==> config.mk <==
export PLATFORM = sky130hd
export DESIGN_NAME = lidar_point_region_filter_flat
export DESIGN_NICKNAME = d
export VERILOG_FILES = /design/src/design/lprf_pkg.sv /design/src/design/lprf_point_if.sv /design/src/design/lprf_result_if.sv /design/src/design/lidar_point_region_filter.sv /design/src/flat_wrapper.sv
export VERILOG_INCLUDE_DIRS = /design/src /design/src/design
export SDC_FILE = /design/constraint.sdc
export NUM_CORES = 2
export LEC_CHECK = 0
export BUFFER_PORTS_ARGS = -buffer_cell sky130_fd_sc_hd__buf_2
export CORE_MARGIN = 1.5
export CORE_UTILIZATION = 50
export CTS_CLUSTER_SIZE = 28
export DETAILED_ROUTE_END_ITERATION = 16
export GPL_TIMING_DRIVEN = 0
export HOLD_SLACK_MARGIN = 0.15
export PLACE_DENSITY = 0.78
export SLEW_MARGIN = 20
export SYNTH_ARGS = -nofsm -noshare
export SYNTH_HDL_FRONTEND = slang
export SYNTH_SLANG_ARGS = --single-unit
==> constraint.sdc <==
create_clock -name clk -period 13.2 [get_ports clk]
set_input_delay 1.32 -clock clk [delete_from_list [all_inputs] [get_ports clk]]
set_output_delay 1.32 -clock clk [all_outputs]
set_load 0.02 [all_outputs]
==> src/design/lidar_point_region_filter_macros.svh <==
// ----------------------------------------------------------------------------
// lidar_point_region_filter assertion macros
// Shared concurrent assertion forms, clocked on clk with async reset arst_n.
// ----------------------------------------------------------------------------
`ifndef LIDAR_POINT_REGION_FILTER_MACROS_SVH
`define LIDAR_POINT_REGION_FILTER_MACROS_SVH

// Same-cycle implication
`define LPRF_ASSERT_SAME(label, ante, cons, msg) \
	label: assert property (@(posedge clk) disable iff (!arst_n) (ante) |-> (cons)) \
		else $error(msg);

// Next-cycle implication
`define LPRF_ASSERT_NEXT(label, ante, cons, msg) \
	label: assert property (@(posedge clk) disable iff (!arst_n) (ante) |=> (cons)) \
		else $error(msg);

`endif

==> src/design/lprf_pkg.sv <==
// ----------------------------------------------------------------------------
// lprf_pkg
// Widths, register indexes and reset values for the lidar point region filter.
// ----------------------------------------------------------------------------
`default_nettype none

package lprf_pkg;

	// Default payload widths
	localparam int COORD_WIDTH_DEF = 18;
	localparam int COUNT_WIDTH_DEF = 20;

	// Configuration register file
	localparam int REG_WIDTH = 17;
	localparam int SQ_WIDTH  = 2 * REG_WIDTH;
	localparam int NUM_REGS  = 7;
	localparam int CFG_IDX_W = $clog2(NUM_REGS);

	typedef logic [REG_WIDTH-1:0] reg_t;
	typedef logic [SQ_WIDTH-1:0]  reg_sq_t;
	typedef logic [CFG_IDX_W-1:0] cfg_idx_t;

	localparam cfg_idx_t REG_FILTER_ENABLE   = cfg_idx_t'(0);
	localparam cfg_idx_t REG_MIN_RANGE       = cfg_idx_t'(1);
	localparam cfg_idx_t REG_MAX_RANGE       = cfg_idx_t'(2);
	localparam cfg_idx_t REG_REAR_HALF_WIDTH = cfg_idx_t'(3);
	localparam cfg_idx_t REG_REAR_LENGTH     = cfg_idx_t'(4);
	localparam cfg_idx_t REG_FRONT_DEPTH     = cfg_idx_t'(5);
	localparam cfg_idx_t REG_SIDE_RANGE      = cfg_idx_t'(6);

	// Reset values, ranges kept as squares
	localparam reg_t MIN_RANGE_RST       = reg_t'(0);
	localparam reg_t MAX_RANGE_RST       = reg_t'(100000);
	localparam reg_t REAR_HALF_WIDTH_RST = reg_t'(220);
	localparam reg_t REAR_LENGTH_RST     = reg_t'(800);
	localparam reg_t FRONT_DEPTH_RST     = reg_t'(50);
	localparam reg_t SIDE_RANGE_RST      = reg_t'(200);

	localparam reg_sq_t MIN_RANGE_SQ_RST =
		reg_sq_t'(MIN_RANGE_RST) * reg_sq_t'(MIN_RANGE_RST);
	localparam reg_sq_t MAX_RANGE_SQ_RST =
		reg_sq_t'(MAX_RANGE_RST) * reg_sq_t'(MAX_RANGE_RST);
	localparam reg_sq_t SIDE_RANGE_SQ_RST =
		reg_sq_t'(SIDE_RANGE_RST) * reg_sq_t'(SIDE_RANGE_RST);

endpackage

`default_nettype wire

==> src/design/lprf_point_if.sv <==
// ----------------------------------------------------------------------------
// lprf_point_if
// Valid/ready channel carrying one lidar point request.
// ----------------------------------------------------------------------------
`default_nettype none

interface lprf_point_if #(
	parameter int COORD_WIDTH = lprf_pkg::COORD_WIDTH_DEF
);
	logic                          valid;
	logic                          ready;
	logic signed [COORD_WIDTH-1:0] x_mm;
	logic signed [COORD_WIDTH-1:0] y_mm;
	logic signed [COORD_WIDTH-1:0] z_mm;
	logic                          coord_invalid;
	logic                          frame_end;

	modport source (
		output valid, x_mm, y_mm, z_mm, coord_invalid, frame_end,
		input  ready
	);

	modport sink (
		input  valid, x_mm, y_mm, z_mm, coord_invalid, frame_end,
		output ready
	);
endinterface

`default_nettype wire

==> src/design/lprf_result_if.sv <==
// ----------------------------------------------------------------------------
// lprf_result_if
// Valid/ready channel carrying one filtered point result request.
// ----------------------------------------------------------------------------
`default_nettype none

interface lprf_result_if #(
	parameter int COORD_WIDTH = lprf_pkg::COORD_WIDTH_DEF,
	parameter int COUNT_WIDTH = lprf_pkg::COUNT_WIDTH_DEF
);
	logic                          valid;
	logic                          ready;
	logic                          keep;
	logic signed [COORD_WIDTH-1:0] x_out_mm;
	logic signed [COORD_WIDTH-1:0] y_out_mm;
	logic signed [COORD_WIDTH-1:0] z_out_mm;
	logic [COUNT_WIDTH-1:0]        kept_so_far;
	logic                          frame_last;

	modport source (
		output valid, keep, x_out_mm, y_out_mm, z_out_mm, kept_so_far, frame_last,
		input  ready
	);

	modport sink (
		input  valid, keep, x_out_mm, y_out_mm, z_out_mm, kept_so_far, frame_last,
		output ready
	);
endinterface

`default_nettype wire

==> src/design/lidar_point_region_filter.sv <==
// ----------------------------------------------------------------------------
// lidar_point_region_filter: range and crop-box filter for a lidar point stream
// Each accepted point passes the input register, then the result register, before result valid.
// Throughput: one point per cycle; the input stalls only while a result waits on ready.
// Reset clears all stage valids and the kept counter, and loads register defaults.
// ----------------------------------------------------------------------------
`default_nettype none

`include "lidar_point_region_filter_macros.svh"

module lidar_point_region_filter #(
	parameter int COORD_WIDTH = lprf_pkg::COORD_WIDTH_DEF,
	parameter int COUNT_WIDTH = lprf_pkg::COUNT_WIDTH_DEF
) (
	input  wire logic              clk,
	input  wire logic              arst_n,
	lprf_point_if.sink             point,
	lprf_result_if.source          result,
	input  wire logic              cfg_we,
	input  wire lprf_pkg::cfg_idx_t cfg_idx,
	input  wire lprf_pkg::reg_t    cfg_wdata
);
	import lprf_pkg::*;

	localparam int R2W = 2 * COORD_WIDTH;
	localparam int MW  = (COORD_WIDTH > REG_WIDTH) ? COORD_WIDTH : REG_WIDTH;
	localparam int CW  = (R2W > SQ_WIDTH) ? R2W : SQ_WIDTH;

	// Configuration registers
	logic    filter_enable_q;
	reg_sq_t min_sq_q;
	reg_sq_t max_sq_q;
	reg_t    rear_half_q;
	reg_t    rear_length_q;
	reg_t    front_depth_q;
	reg_sq_t side_sq_q;
	reg_sq_t wdata_sq;

	assign wdata_sq = reg_sq_t'(cfg_wdata) * reg_sq_t'(cfg_wdata);

	// Decode register writes, ignore unknown indexes
	always_ff @(posedge clk or negedge arst_n) begin
		if (!arst_n) begin
			filter_enable_q <= 1'b1;
			min_sq_q        <= MIN_RANGE_SQ_RST;
			max_sq_q        <= MAX_RANGE_SQ_RST;
			rear_half_q     <= REAR_HALF_WIDTH_RST;
			rear_length_q   <= REAR_LENGTH_RST;
			front_depth_q   <= FRONT_DEPTH_RST;
			side_sq_q       <= SIDE_RANGE_SQ_RST;
		end else if (cfg_we) begin
			unique case (cfg_idx)
				REG_FILTER_ENABLE:   filter_enable_q <= cfg_wdata[0];
				REG_MIN_RANGE:       min_sq_q        <= wdata_sq;
				REG_MAX_RANGE:       max_sq_q        <= wdata_sq;
				REG_REAR_HALF_WIDTH: rear_half_q     <= cfg_wdata;
				REG_REAR_LENGTH:     rear_length_q   <= cfg_wdata;
				REG_FRONT_DEPTH:     front_depth_q   <= cfg_wdata;
				REG_SIDE_RANGE:      side_sq_q       <= wdata_sq;
				default: ;
			endcase
		end
	end

	// Stage handshake: each stage takes new data when empty or when it drains
	logic valid_s1, valid_s2;
	logic ready_s1, ready_s2;

	assign ready_s2    = !valid_s2 || result.ready;
	assign ready_s1    = !valid_s1 || ready_s2;
	assign point.ready = ready_s1;

	always_ff @(posedge clk or negedge arst_n) begin
		if (!arst_n) begin
			valid_s1 <= 1'b0;
			valid_s2 <= 1'b0;
		end else begin
			if (ready_s1) valid_s1 <= point.valid;
			if (ready_s2) valid_s2 <= valid_s1;
		end
	end

	// Stage 1: input register
	logic [COORD_WIDTH-1:0] x_s1, y_s1, z_s1;
	logic                   invalid_s1, last_s1;

	always_ff @(posedge clk) begin
		if (ready_s1 && point.valid) begin
			x_s1       <= point.x_mm;
			y_s1       <= point.y_mm;
			z_s1       <= point.z_mm;
			invalid_s1 <= point.coord_invalid;
			last_s1    <= point.frame_end;
		end
	end

	// Magnitudes, squares and the box tests
	logic [COORD_WIDTH-1:0] ax, ay, az;
	logic [R2W-1:0]         sqx, sqy, sqz;
	logic                   x_neg;
	logic                   zero_pt, rear_hit, front_hit, side_geo;

	assign x_neg = x_s1[COORD_WIDTH-1];
	assign ax    = x_neg ? (~x_s1 + 1'b1) : x_s1;
	assign ay    = y_s1[COORD_WIDTH-1] ? (~y_s1 + 1'b1) : y_s1;
	assign az    = z_s1[COORD_WIDTH-1] ? (~z_s1 + 1'b1) : z_s1;
	assign sqx   = R2W'(ax) * R2W'(ax);
	assign sqy   = R2W'(ay) * R2W'(ay);
	assign sqz   = R2W'(az) * R2W'(az);

	assign zero_pt   = (x_s1 == '0) && (y_s1 == '0) && (z_s1 == '0);
	assign rear_hit  = x_neg && (MW'(ax) <= MW'(rear_length_q))
		&& (MW'(ay) < MW'(rear_half_q));
	assign front_hit = !x_neg && (x_s1 != '0) && (MW'(ax) <= MW'(front_depth_q));
	assign side_geo  = (ay != '0) && !x_neg && (ay >= ax);

	// Range tests on the squared distance, then the keep decision
	logic [CW-1:0]          r2;
	logic                   early_rej, range_bad, side_bad, keep_pt;
	logic [COUNT_WIDTH-1:0] count_q, count_inc;

	assign r2        = CW'(sqx) + CW'(sqy) + CW'(sqz);
	assign early_rej = invalid_s1 || zero_pt || rear_hit || front_hit;
	assign range_bad = (r2 < CW'(min_sq_q)) || (r2 > CW'(max_sq_q));
	assign side_bad  = side_geo && (r2 < CW'(side_sq_q));
	assign keep_pt   = !filter_enable_q || !(early_rej || range_bad || side_bad);
	assign count_inc = (keep_pt && (count_q != '1)) ? (count_q + 1'b1) : count_q;

	// Kept counter: saturate, clear after the frame's last point
	always_ff @(posedge clk or negedge arst_n) begin
		if (!arst_n) begin
			count_q <= '0;
		end else if (ready_s2 && valid_s1) begin
			count_q <= last_s1 ? '0 : count_inc;
		end
	end

	// Stage 2: result register
	logic [COORD_WIDTH-1:0] x_s2, y_s2, z_s2;
	logic [COUNT_WIDTH-1:0] kept_s2;
	logic                   keep_s2, last_s2;

	always_ff @(posedge clk) begin
		if (ready_s2 && valid_s1) begin
			x_s2    <= x_s1;
			y_s2    <= y_s1;
			z_s2    <= z_s1;
			kept_s2 <= count_inc;
			keep_s2 <= keep_pt;
			last_s2 <= last_s1;
		end
	end

	assign result.valid       = valid_s2;
	assign result.keep        = keep_s2;
	assign result.x_out_mm    = x_s2;
	assign result.y_out_mm    = y_s2;
	assign result.z_out_mm    = z_s2;
	assign result.kept_so_far = kept_s2;
	assign result.frame_last  = last_s2;

	// Checks
	`LPRF_ASSERT_NEXT(a_clear_after_last, ready_s2 && valid_s1 && last_s1, count_q == '0, "kept counter not cleared after frame end")
	`LPRF_ASSERT_SAME(a_kept_nonzero, valid_s2 && keep_s2, kept_s2 != '0, "kept point reported with zero count")
	`LPRF_ASSERT_NEXT(a_count_monotonic, ready_s2 && valid_s1 && !last_s1, count_q >= $past(count_q), "kept counter decreased within a frame")

endmodule

`default_nettype wire

==> src/flat_wrapper.sv <==
// flat-port wrapper written by rule: the top's interface ports become plain ports
module lidar_point_region_filter_flat import lprf_pkg::*;
#(
	parameter int COORD_WIDTH = lprf_pkg::COORD_WIDTH_DEF,
	parameter int COUNT_WIDTH = lprf_pkg::COUNT_WIDTH_DEF
)
  (clk, arst_n, cfg_we, cfg_idx, cfg_wdata, point_valid, point_x_mm, point_y_mm, point_z_mm, point_coord_invalid, point_frame_end, point_ready, result_valid, result_keep, result_x_out_mm, result_y_out_mm, result_z_out_mm, result_kept_so_far, result_frame_last, result_ready);
  lprf_point_if #(.COORD_WIDTH(COORD_WIDTH)) point_i ();
  lprf_result_if #(.COORD_WIDTH(COORD_WIDTH), .COUNT_WIDTH(COUNT_WIDTH)) result_i ();
  input  wire logic clk;
  input  wire logic arst_n;
  input  wire logic cfg_we;
  input  wire lprf_pkg::cfg_idx_t cfg_idx;
  input  wire lprf_pkg::reg_t cfg_wdata;
  input wire logic [$bits(point_i.valid)-1:0] point_valid;
  input wire logic [$bits(point_i.x_mm)-1:0] point_x_mm;
  input wire logic [$bits(point_i.y_mm)-1:0] point_y_mm;
  input wire logic [$bits(point_i.z_mm)-1:0] point_z_mm;
  input wire logic [$bits(point_i.coord_invalid)-1:0] point_coord_invalid;
  input wire logic [$bits(point_i.frame_end)-1:0] point_frame_end;
  output wire logic [$bits(point_i.ready)-1:0] point_ready;
  output wire logic [$bits(result_i.valid)-1:0] result_valid;
  output wire logic [$bits(result_i.keep)-1:0] result_keep;
  output wire logic [$bits(result_i.x_out_mm)-1:0] result_x_out_mm;
  output wire logic [$bits(result_i.y_out_mm)-1:0] result_y_out_mm;
  output wire logic [$bits(result_i.z_out_mm)-1:0] result_z_out_mm;
  output wire logic [$bits(result_i.kept_so_far)-1:0] result_kept_so_far;
  output wire logic [$bits(result_i.frame_last)-1:0] result_frame_last;
  input wire logic [$bits(result_i.ready)-1:0] result_ready;
  assign point_i.valid = point_valid;
  assign point_i.x_mm = point_x_mm;
  assign point_i.y_mm = point_y_mm;
  assign point_i.z_mm = point_z_mm;
  assign point_i.coord_invalid = point_coord_invalid;
  assign point_i.frame_end = point_frame_end;
  assign point_ready = point_i.ready;
  assign result_valid = result_i.valid;
  assign result_keep = result_i.keep;
  assign result_x_out_mm = result_i.x_out_mm;
  assign result_y_out_mm = result_i.y_out_mm;
  assign result_z_out_mm = result_i.z_out_mm;
  assign result_kept_so_far = result_i.kept_so_far;
  assign result_frame_last = result_i.frame_last;
  assign result_i.ready = result_ready;
  lidar_point_region_filter #(.COORD_WIDTH(COORD_WIDTH), .COUNT_WIDTH(COUNT_WIDTH)) u_core (.clk(clk), .arst_n(arst_n), .point(point_i), .result(result_i), .cfg_we(cfg_we), .cfg_idx(cfg_idx), .cfg_wdata(cfg_wdata));
endmodule
Word-level counts from Yosys, hierarchy flattened
Index checks and enable logic that the tools add are counted.
Word-level totals
  register bits after elaboration: 308
  word-level logic and storage cells: 92
Cells by class
  add/subtract/negate cells: 6
  multipliers: 4
  magnitude comparators: 7
  eq/ne operators: 7
  muxes and demuxes: 5
  bitwise operators: 3
  reduce and logical (&&, ||, !) cells: 39
Operators by type and width (count)
  multiplier 18 x 18 -> 36 bit: 3
  adder 36 bit: 2
  less-than comparator 36 x 34 -> 1 bit: 2
  adder 18 x 1 -> 18 bit, second input constant: 3
  zero test 18 bit: 3
  two-way mux 18 bit: 3
  NOT 18 bit: 3
  two-way mux 20 bit: 2
  greater-than comparator 36 x 34 -> 1 bit: 1
  less-or-equal comparator 18 x 17 -> 1 bit: 2
  nonzero test 18 bit: 2
  multiplier 17 x 17 -> 34 bit: 1
  adder 20 x 1 -> 20 bit, second input constant: 1
  inequality test 20 bit, second input constant: 1
  >= comparator 18 bit: 1
  less-than comparator 18 x 17 -> 1 bit: 1
  AND reduction 2 bit: 7
  logical AND 1 bit: 12
  equality test 3 bit, second input constant: 3
  logical OR 1 bit: 9
  equality test 3 x 2 -> 1 bit, second input constant: 2
  zero test 1 bit: 5
  equality test 3 x 1 -> 1 bit, second input constant: 1
  zero test 3 bit: 1

Logic depth before layout (Yosys ltp)
  depth in word-level cells: 15
  gate-level depth with buffers: 54
  depth with buffers taken out: 49

Worst setup path before layout
No wires, ideal clock.
  path kind: reg2reg
  from: register u_core.y_s1[0]
  to: register u_core.kept_s2[1] (netlist: u_core.result.kept_so_far[1]), data pin
  library setup time: 0.260 ns
  arrival: 12.483 ns
  required time: 12.940 ns
  setup slack: 0.457 ns
  cell stages (with the launch flop): 53
  path through: edfxtp_1 clkbuf_1 inv_1 clkbuf_1 ha_1 or3b_1 buf_2 or4_4 o31ai_1 xor2_1 inv_1 clkbuf_1 nand2_1 fa_1 inv_1 fa_1 inv_1 fa_1 (+17 left out) a31o_2 o211ai_1 nand2b_1 a21oi_1 o21ai_0 xor2_1 ha_1 and4_1 nand3_1 nor3_1 and3_1 o21ai_0 a31o_2 nor3_1 a41o_2 and4_2 clkbuf_2 mux2_2
On the way
  longest elaborated chain between the ends: 14
RTL lines
  start: declaration: line lidar_point_region_filter.sv:84  | logic [COORD_WIDTH-1:0] x_s1, y_s1, z_s1;
  start signal: assignment: line lidar_point_region_filter.sv:90  | y_s1 <= point.y_mm;
  NOT 18 bit: line lidar_point_region_filter.sv:105  | assign ay = y_s1[COORD_WIDTH-1] ? (~y_s1 + 1'b1) : y_s1;
  adder 18 x 1 -> 18 bit: line lidar_point_region_filter.sv:105
  two-way mux 18 bit: line lidar_point_region_filter.sv:105
  multiplier 18 x 18 -> 36 bit: line lidar_point_region_filter.sv:108  | assign sqy = R2W'(ay) * R2W'(ay);
  adder 36 bit (2 in a row): line lidar_point_region_filter.sv:122  | assign r2 = CW'(sqx) + CW'(sqy) + CW'(sqz);
  less-than comparator 36 x 34 -> 1 bit / greater-than comparator 36 x 34 -> 1 bit (equally long branches): line lidar_point_region_filter.sv:124  | assign range_bad = (r2 < CW'(min_sq_q)) || (r2 > CW'(max_sq_q));
  logical OR 1 bit: line lidar_point_region_filter.sv:124
  logical OR 1 bit: line lidar_point_region_filter.sv:126  | assign keep_pt = !filter_enable_q || !(early_rej || range_bad || side_bad);
  logical OR 1 bit *: line lidar_point_region_filter.sv:126
  zero test 1 bit *: line lidar_point_region_filter.sv:126
  logical OR 1 bit *: line lidar_point_region_filter.sv:126
  logical AND 1 bit *: line lidar_point_region_filter.sv:127  | assign count_inc = (keep_pt && (count_q != '1)) ? (count_q + 1'b1) : count_q;
  two-way mux 20 bit *: line lidar_point_region_filter.sv:127
  named net u_core.count_inc[1]: line lidar_point_region_filter.sv:120  | logic [COUNT_WIDTH-1:0] count_q, count_inc;
  end signal: assignment: line lidar_point_region_filter.sv:148  | kept_s2 <= count_inc;
  end: declaration: line lidar_point_region_filter.sv:140  | logic [COUNT_WIDTH-1:0] kept_s2;
Mark *: on every way through the listed nets, which the timed path passes. The rest lies on a longest branch.
A chain may end at the register's enable or synchronous reset.

Worst setup path after layout
  from: register u_core.z_s1[0]
  to: register u_core.kept_s2[9] (netlist: u_core.result.kept_so_far[9]), data pin
On the way
  longest elaborated chain between the ends: 13
RTL lines
  start: declaration: line lidar_point_region_filter.sv:84
  start signal: assignment: line lidar_point_region_filter.sv:91  | z_s1 <= point.z_mm;
  NOT 18 bit: line lidar_point_region_filter.sv:106  | assign az = z_s1[COORD_WIDTH-1] ? (~z_s1 + 1'b1) : z_s1;
  adder 18 x 1 -> 18 bit: line lidar_point_region_filter.sv:106
  two-way mux 18 bit: line lidar_point_region_filter.sv:106
  multiplier 18 x 18 -> 36 bit: line lidar_point_region_filter.sv:109  | assign sqz = R2W'(az) * R2W'(az);
  adder 36 bit: line lidar_point_region_filter.sv:122
  less-than comparator 36 x 34 -> 1 bit / greater-than comparator 36 x 34 -> 1 bit (equally long branches): line lidar_point_region_filter.sv:124
  logical OR 1 bit: line lidar_point_region_filter.sv:124
  logical OR 1 bit: line lidar_point_region_filter.sv:126
  logical OR 1 bit *: line lidar_point_region_filter.sv:126
  zero test 1 bit *: line lidar_point_region_filter.sv:126
  logical OR 1 bit *: line lidar_point_region_filter.sv:126
  logical AND 1 bit *: line lidar_point_region_filter.sv:127
  two-way mux 20 bit *: line lidar_point_region_filter.sv:127
  named net u_core.count_inc[9]: line lidar_point_region_filter.sv:120
Marked as above.

==> summary.md <==
| Metric | Value |
|---|---|
| Final setup viols | `0` |
| Max incr delay on CP | `0.57 ns` |
| Initial Util | `between 50% and 60%` |
| Clk buf depth | `3` |
| Main synth FF type | `dfrtp_1` |
| Iteration count of the initial detailed-routing pass | `6` |
| Final GP Congestion | `0.9852` |
| Fin Clk Skew | `0.04984 ns` |
| Fin crit share | `between 90% and 100%` |
| Antenna violations before repair | `9` |
| Drt drc | `0` |
| DP Wirelength | `about 120000 um` |
| Unrepaired setup endpoints after global routing | `yes` |
| Core Region | `just over 100000 um2` |
| CTS tree | `done` |
| Worst Path Max Fanout | `7` |
| Most frequent CP cell | `fa_1` |
| Ranking of synthesized cells by area | `fa_1 (38%), ha_1 (14%), inv_1 (12%)` |
| Avg Inst Size Synth | `approximately 9.6 um2` |
| Max Freq | `75.83 MHz` |
| H-tree depth | `2` |
| Clock Pin Slew Worst Setup and Hold Paths | `approximately 0.060 ns` |
| Synthesis warning total | `0` |
| Vias post-DR | `~38000` |
| Clk_lat worst skew | `0.61 ns` |
| Clock sinks | `305` |
| Mapped Area | `51170 um2` |
| Worst hold slack | `0.4752 ns` |
| Critical Path RT | `~14 ns` |
| HP Class | `reg -> reg` |
| Slew headroom | `24.81%` |
| Die width | `around 320 um` |
| Setup_tns | `0 ns` |
| # port buffers | `approximately 160` |
| Largest family of logic cells by synthesized area | `adder cells` |
| Area delta synth->final | `12.14%` |
| Drt first-iter violations | `about 2800` |
| Mux share of post-synthesis cell area | `0.7874%` |
| Final Hold Viols | `0` |
| Distinct cells, synth | `slightly above 90` |
| Global route overflow | `0` |
| Vias in the first global route | `40690` |
| Die area | `104300 um2` |
| Layout net count | `about 7300` |
| Status | `complete, no violations` |
| Area share of fa/ha/maj cells after synthesis | `slightly above 50%` |
| Worst slew pin tran | `around 1.1 ns` |
| Hold EP | `u_core.result.y_out_mm[8]` |
| Min-delay src | `u_core.y_s1[8]` |
| Critical path arrival | `roughly 14 ns` |
| CP endpoint kind | `flop` |
| CTS Buf Count | `37` |
| Cells after Synth | `between 5000 and 6000` |
| Root Buffer | `clkbuf_16` |
| Total routed wirelength | `roughly 150000 um` |
| Final ANT Viol Nets | `0` |
| Hold Path Depth | `0` |
| Max-cap violation count | `0` |
| Ys async rst share | `a little under three fifths` |
| Slowest CP cell | `or4_4` |
| Final std cells w/o fill | `7084` |
| Critical path class | `reg -> reg` |
| Synth Area in Simple Gates | `about a tenth` |
| Post-synthesis xor/xnor area fraction | `2.839%` |
| #FFs+latches synth | `approximately 310` |
| Top cell type's share of synthesized area | `between 30% and 40%` |
| Crit Reg-Reg Endpoint | `u_core.result.kept_so_far[9]` |
| Avg Vias per Cell | `approximately 5.4` |
| WL/cell | `just over 20 um` |
| R2r worst-path depth | `54` |
| Post-synth EDFFs | `132` |
| First-pass GRT wire length | `around 230000 um` |
| Die Ht | `322.9 um` |
| Worst R2R Setup Slack | `approximately 0.013 ns` |
| Largest net degree at the start of global routing | `95` |
| Global Route Usage Sum | `28.43%` |
| Worst Setup Start Kind | `flop` |
| IO Pins | `about 160` |
| Post-synthesis compound-gate area fraction | `about 6.3%` |
| FF-to-FF Start | `u_core.z_s1[0]` |
| Layout cells sized above 1 | `a little under an eighth` |
| Sequential share of the synthesized area | `16.28%` |
| Placed instance count | `between 6000 and 7000` |
| Max Slew Vio Count | `0` |
| Site Rows | `approximately 120` |
| Minimum clock period | `13.19 ns` |
| Dominant cell type by area after synthesis | `fa_1` |
[registers in the layout, indices dropped and copies added (netlist names), 17 cells and up]
| register | count |
|---|---|
| u_core.z_s1 | 18 |
| u_core.front_depth_q | 17 |
| u_core.result.z_out_mm | 18 |
| u_core.rear_half_q | 17 |
| u_core.x_s1 | 18 |
| u_core.y_s1 | 18 |
| u_core.result.x_out_mm | 18 |
| u_core.result.y_out_mm | 18 |
| u_core.side_sq_q | 33 |
| u_core.result.kept_so_far | 20 |
| u_core.max_sq_q | 33 |
| u_core.count_q | 20 |
| u_core.rear_length_q | 17 |
| u_core.min_sq_q | 33 |
[worst max-delay path, delay by kind of cell, from the launching register on]
family / cells / cell delay (ns)
compound gates: 14 / 3.37
xor+xnor: 3 / 0.47
flops: 1 / 0.35
buf+inv: 16 / 1.73
simple gates: 9 / 1.67
fa+ha+maj: 12 / 5.27
[repair_timing]
action | 4_1_cts | 5_1_grt
hold endpoints to repair | 0 | 0
resized for setup | 171 | 179
hold buffers | 0 | 0
setup endpoints to repair | 41 | 41
pin swaps | 46 | 65
cloned | 1 | 1
setup buffers | 59 | 45
[per-layer routing]
metal	routed length [um]	global-route usage (%)	vias to the layer above	share of wire, %
met1	54490	35.28	19000	37
met4	9863	15.70	12	6.8
met2	67450	46.20	1931	46
met5	108	0	-	0.074
met3	13750	6.267	528	9.4
li1	-	-	16820	-
[layout by cell type (no fill, tap or decap), drive strengths merged, types with 20 or more instances in the layout]
cell type	count
buf	284
nand3	39
edfxtp	132
nand2	524
inv	1579
nand4	38
clkbuf	151
conb	36
dfrtp	145
dfstp	28
a21o	69
xnor2	105
nor2b	22
nand2b	28
clkinv	20
o21ai	187
a21oi	109
mux2	34
and2	58
o31ai	20
nor2	284
xor2	57
ha	553
fa	965
or4	30
[stage by stage]
step / utilization, % / area, um2 / worst slack (ns)
floorplan: - / 51300 / 0.4568
CTS: 55.47 / 56360 / -0.04130
global route: 56.47 / 57370 / -0.3354
global placement: 52.94 / 53790 / -4.229
detailed placement: 53.12 / 53960 / -4.302
finish: 56.48 / 57380 / 0.01315
[worst max path at each step]
stage | start | end | slack [ns] | cells past startpoint
floorplan | u_core.y_s1[0] | u_core.result.kept_so_far[1] | 0.46 | 52
global placement | u_core.y_s1[0] | u_core.result.kept_so_far[17] | -4.23 | 51
detailed placement | u_core.y_s1[0] | u_core.result.kept_so_far[17] | -4.30 | 51
CTS | u_core.y_s1[0] | u_core.count_q[15] | -0.04 | 55
global route | u_core.x_s1[0] | u_core.count_q[15] | -0.34 | 51
finish | u_core.z_s1[0] | u_core.result.kept_so_far[9] | 0.01 | 54
[kinds of logic after synthesis]
family	count (synthesis)
DFF	305
adders and majority gates	1518
xor gates and xnor gates	162
buffers and inverters	1714
other	2
and+or+nand+nor	1107
muxes	36
AOI/OAI and AO/OA	512
[area by class of cell]
| cell class | instances | area, um2 |
|---|---|---|
| flip-flops and latches | 305 | 8328 |
| diodes | 3 | 7.507 |
| well taps | 1368 | 1712 |
| fillers | 8551 | 44220 |
| inverters | 1585 | 5989 |
| plain buffers | 122 | 673.1 |
| clock inverters | 17 | 160.2 |
| multi-input cells | 3371 | 37720 |
| clock buffers | 49 | 1032 |
| repair buffers | 264 | 1750 |
[Yosys cell counts, types with 7 or more instances]
cell type     n
o211ai_1     12
nand2b_1     27
nand3_1      38
clkbuf_1    114
mux2_2       34
nor4_1       11
or2_2         7
and2_1       58
a21o_1       68
fa_1        965
o31ai_1      20
o41ai_1       7
nand4_1      37
nor3_1       17
or3_1         8
o21a_1       11
clkinv_1     12
edfxtp_1    132
xnor2_1     103
nor2_1      284
o311ai_1      8
ha_1        553
o21ai_0     186
xor2_1       56
a211oi_1     15
a21oi_1     109
dfrtp_1     145
o21bai_1      8
dfstp_2      28
inv_1      1570
or4_1        26
a31oi_1       9
nand2_1     522
nor2b_1      22
and3_1       12
Power is not shown: default switching activity piles up to over one toggle a cycle in this logic, so the estimate is an artifact.
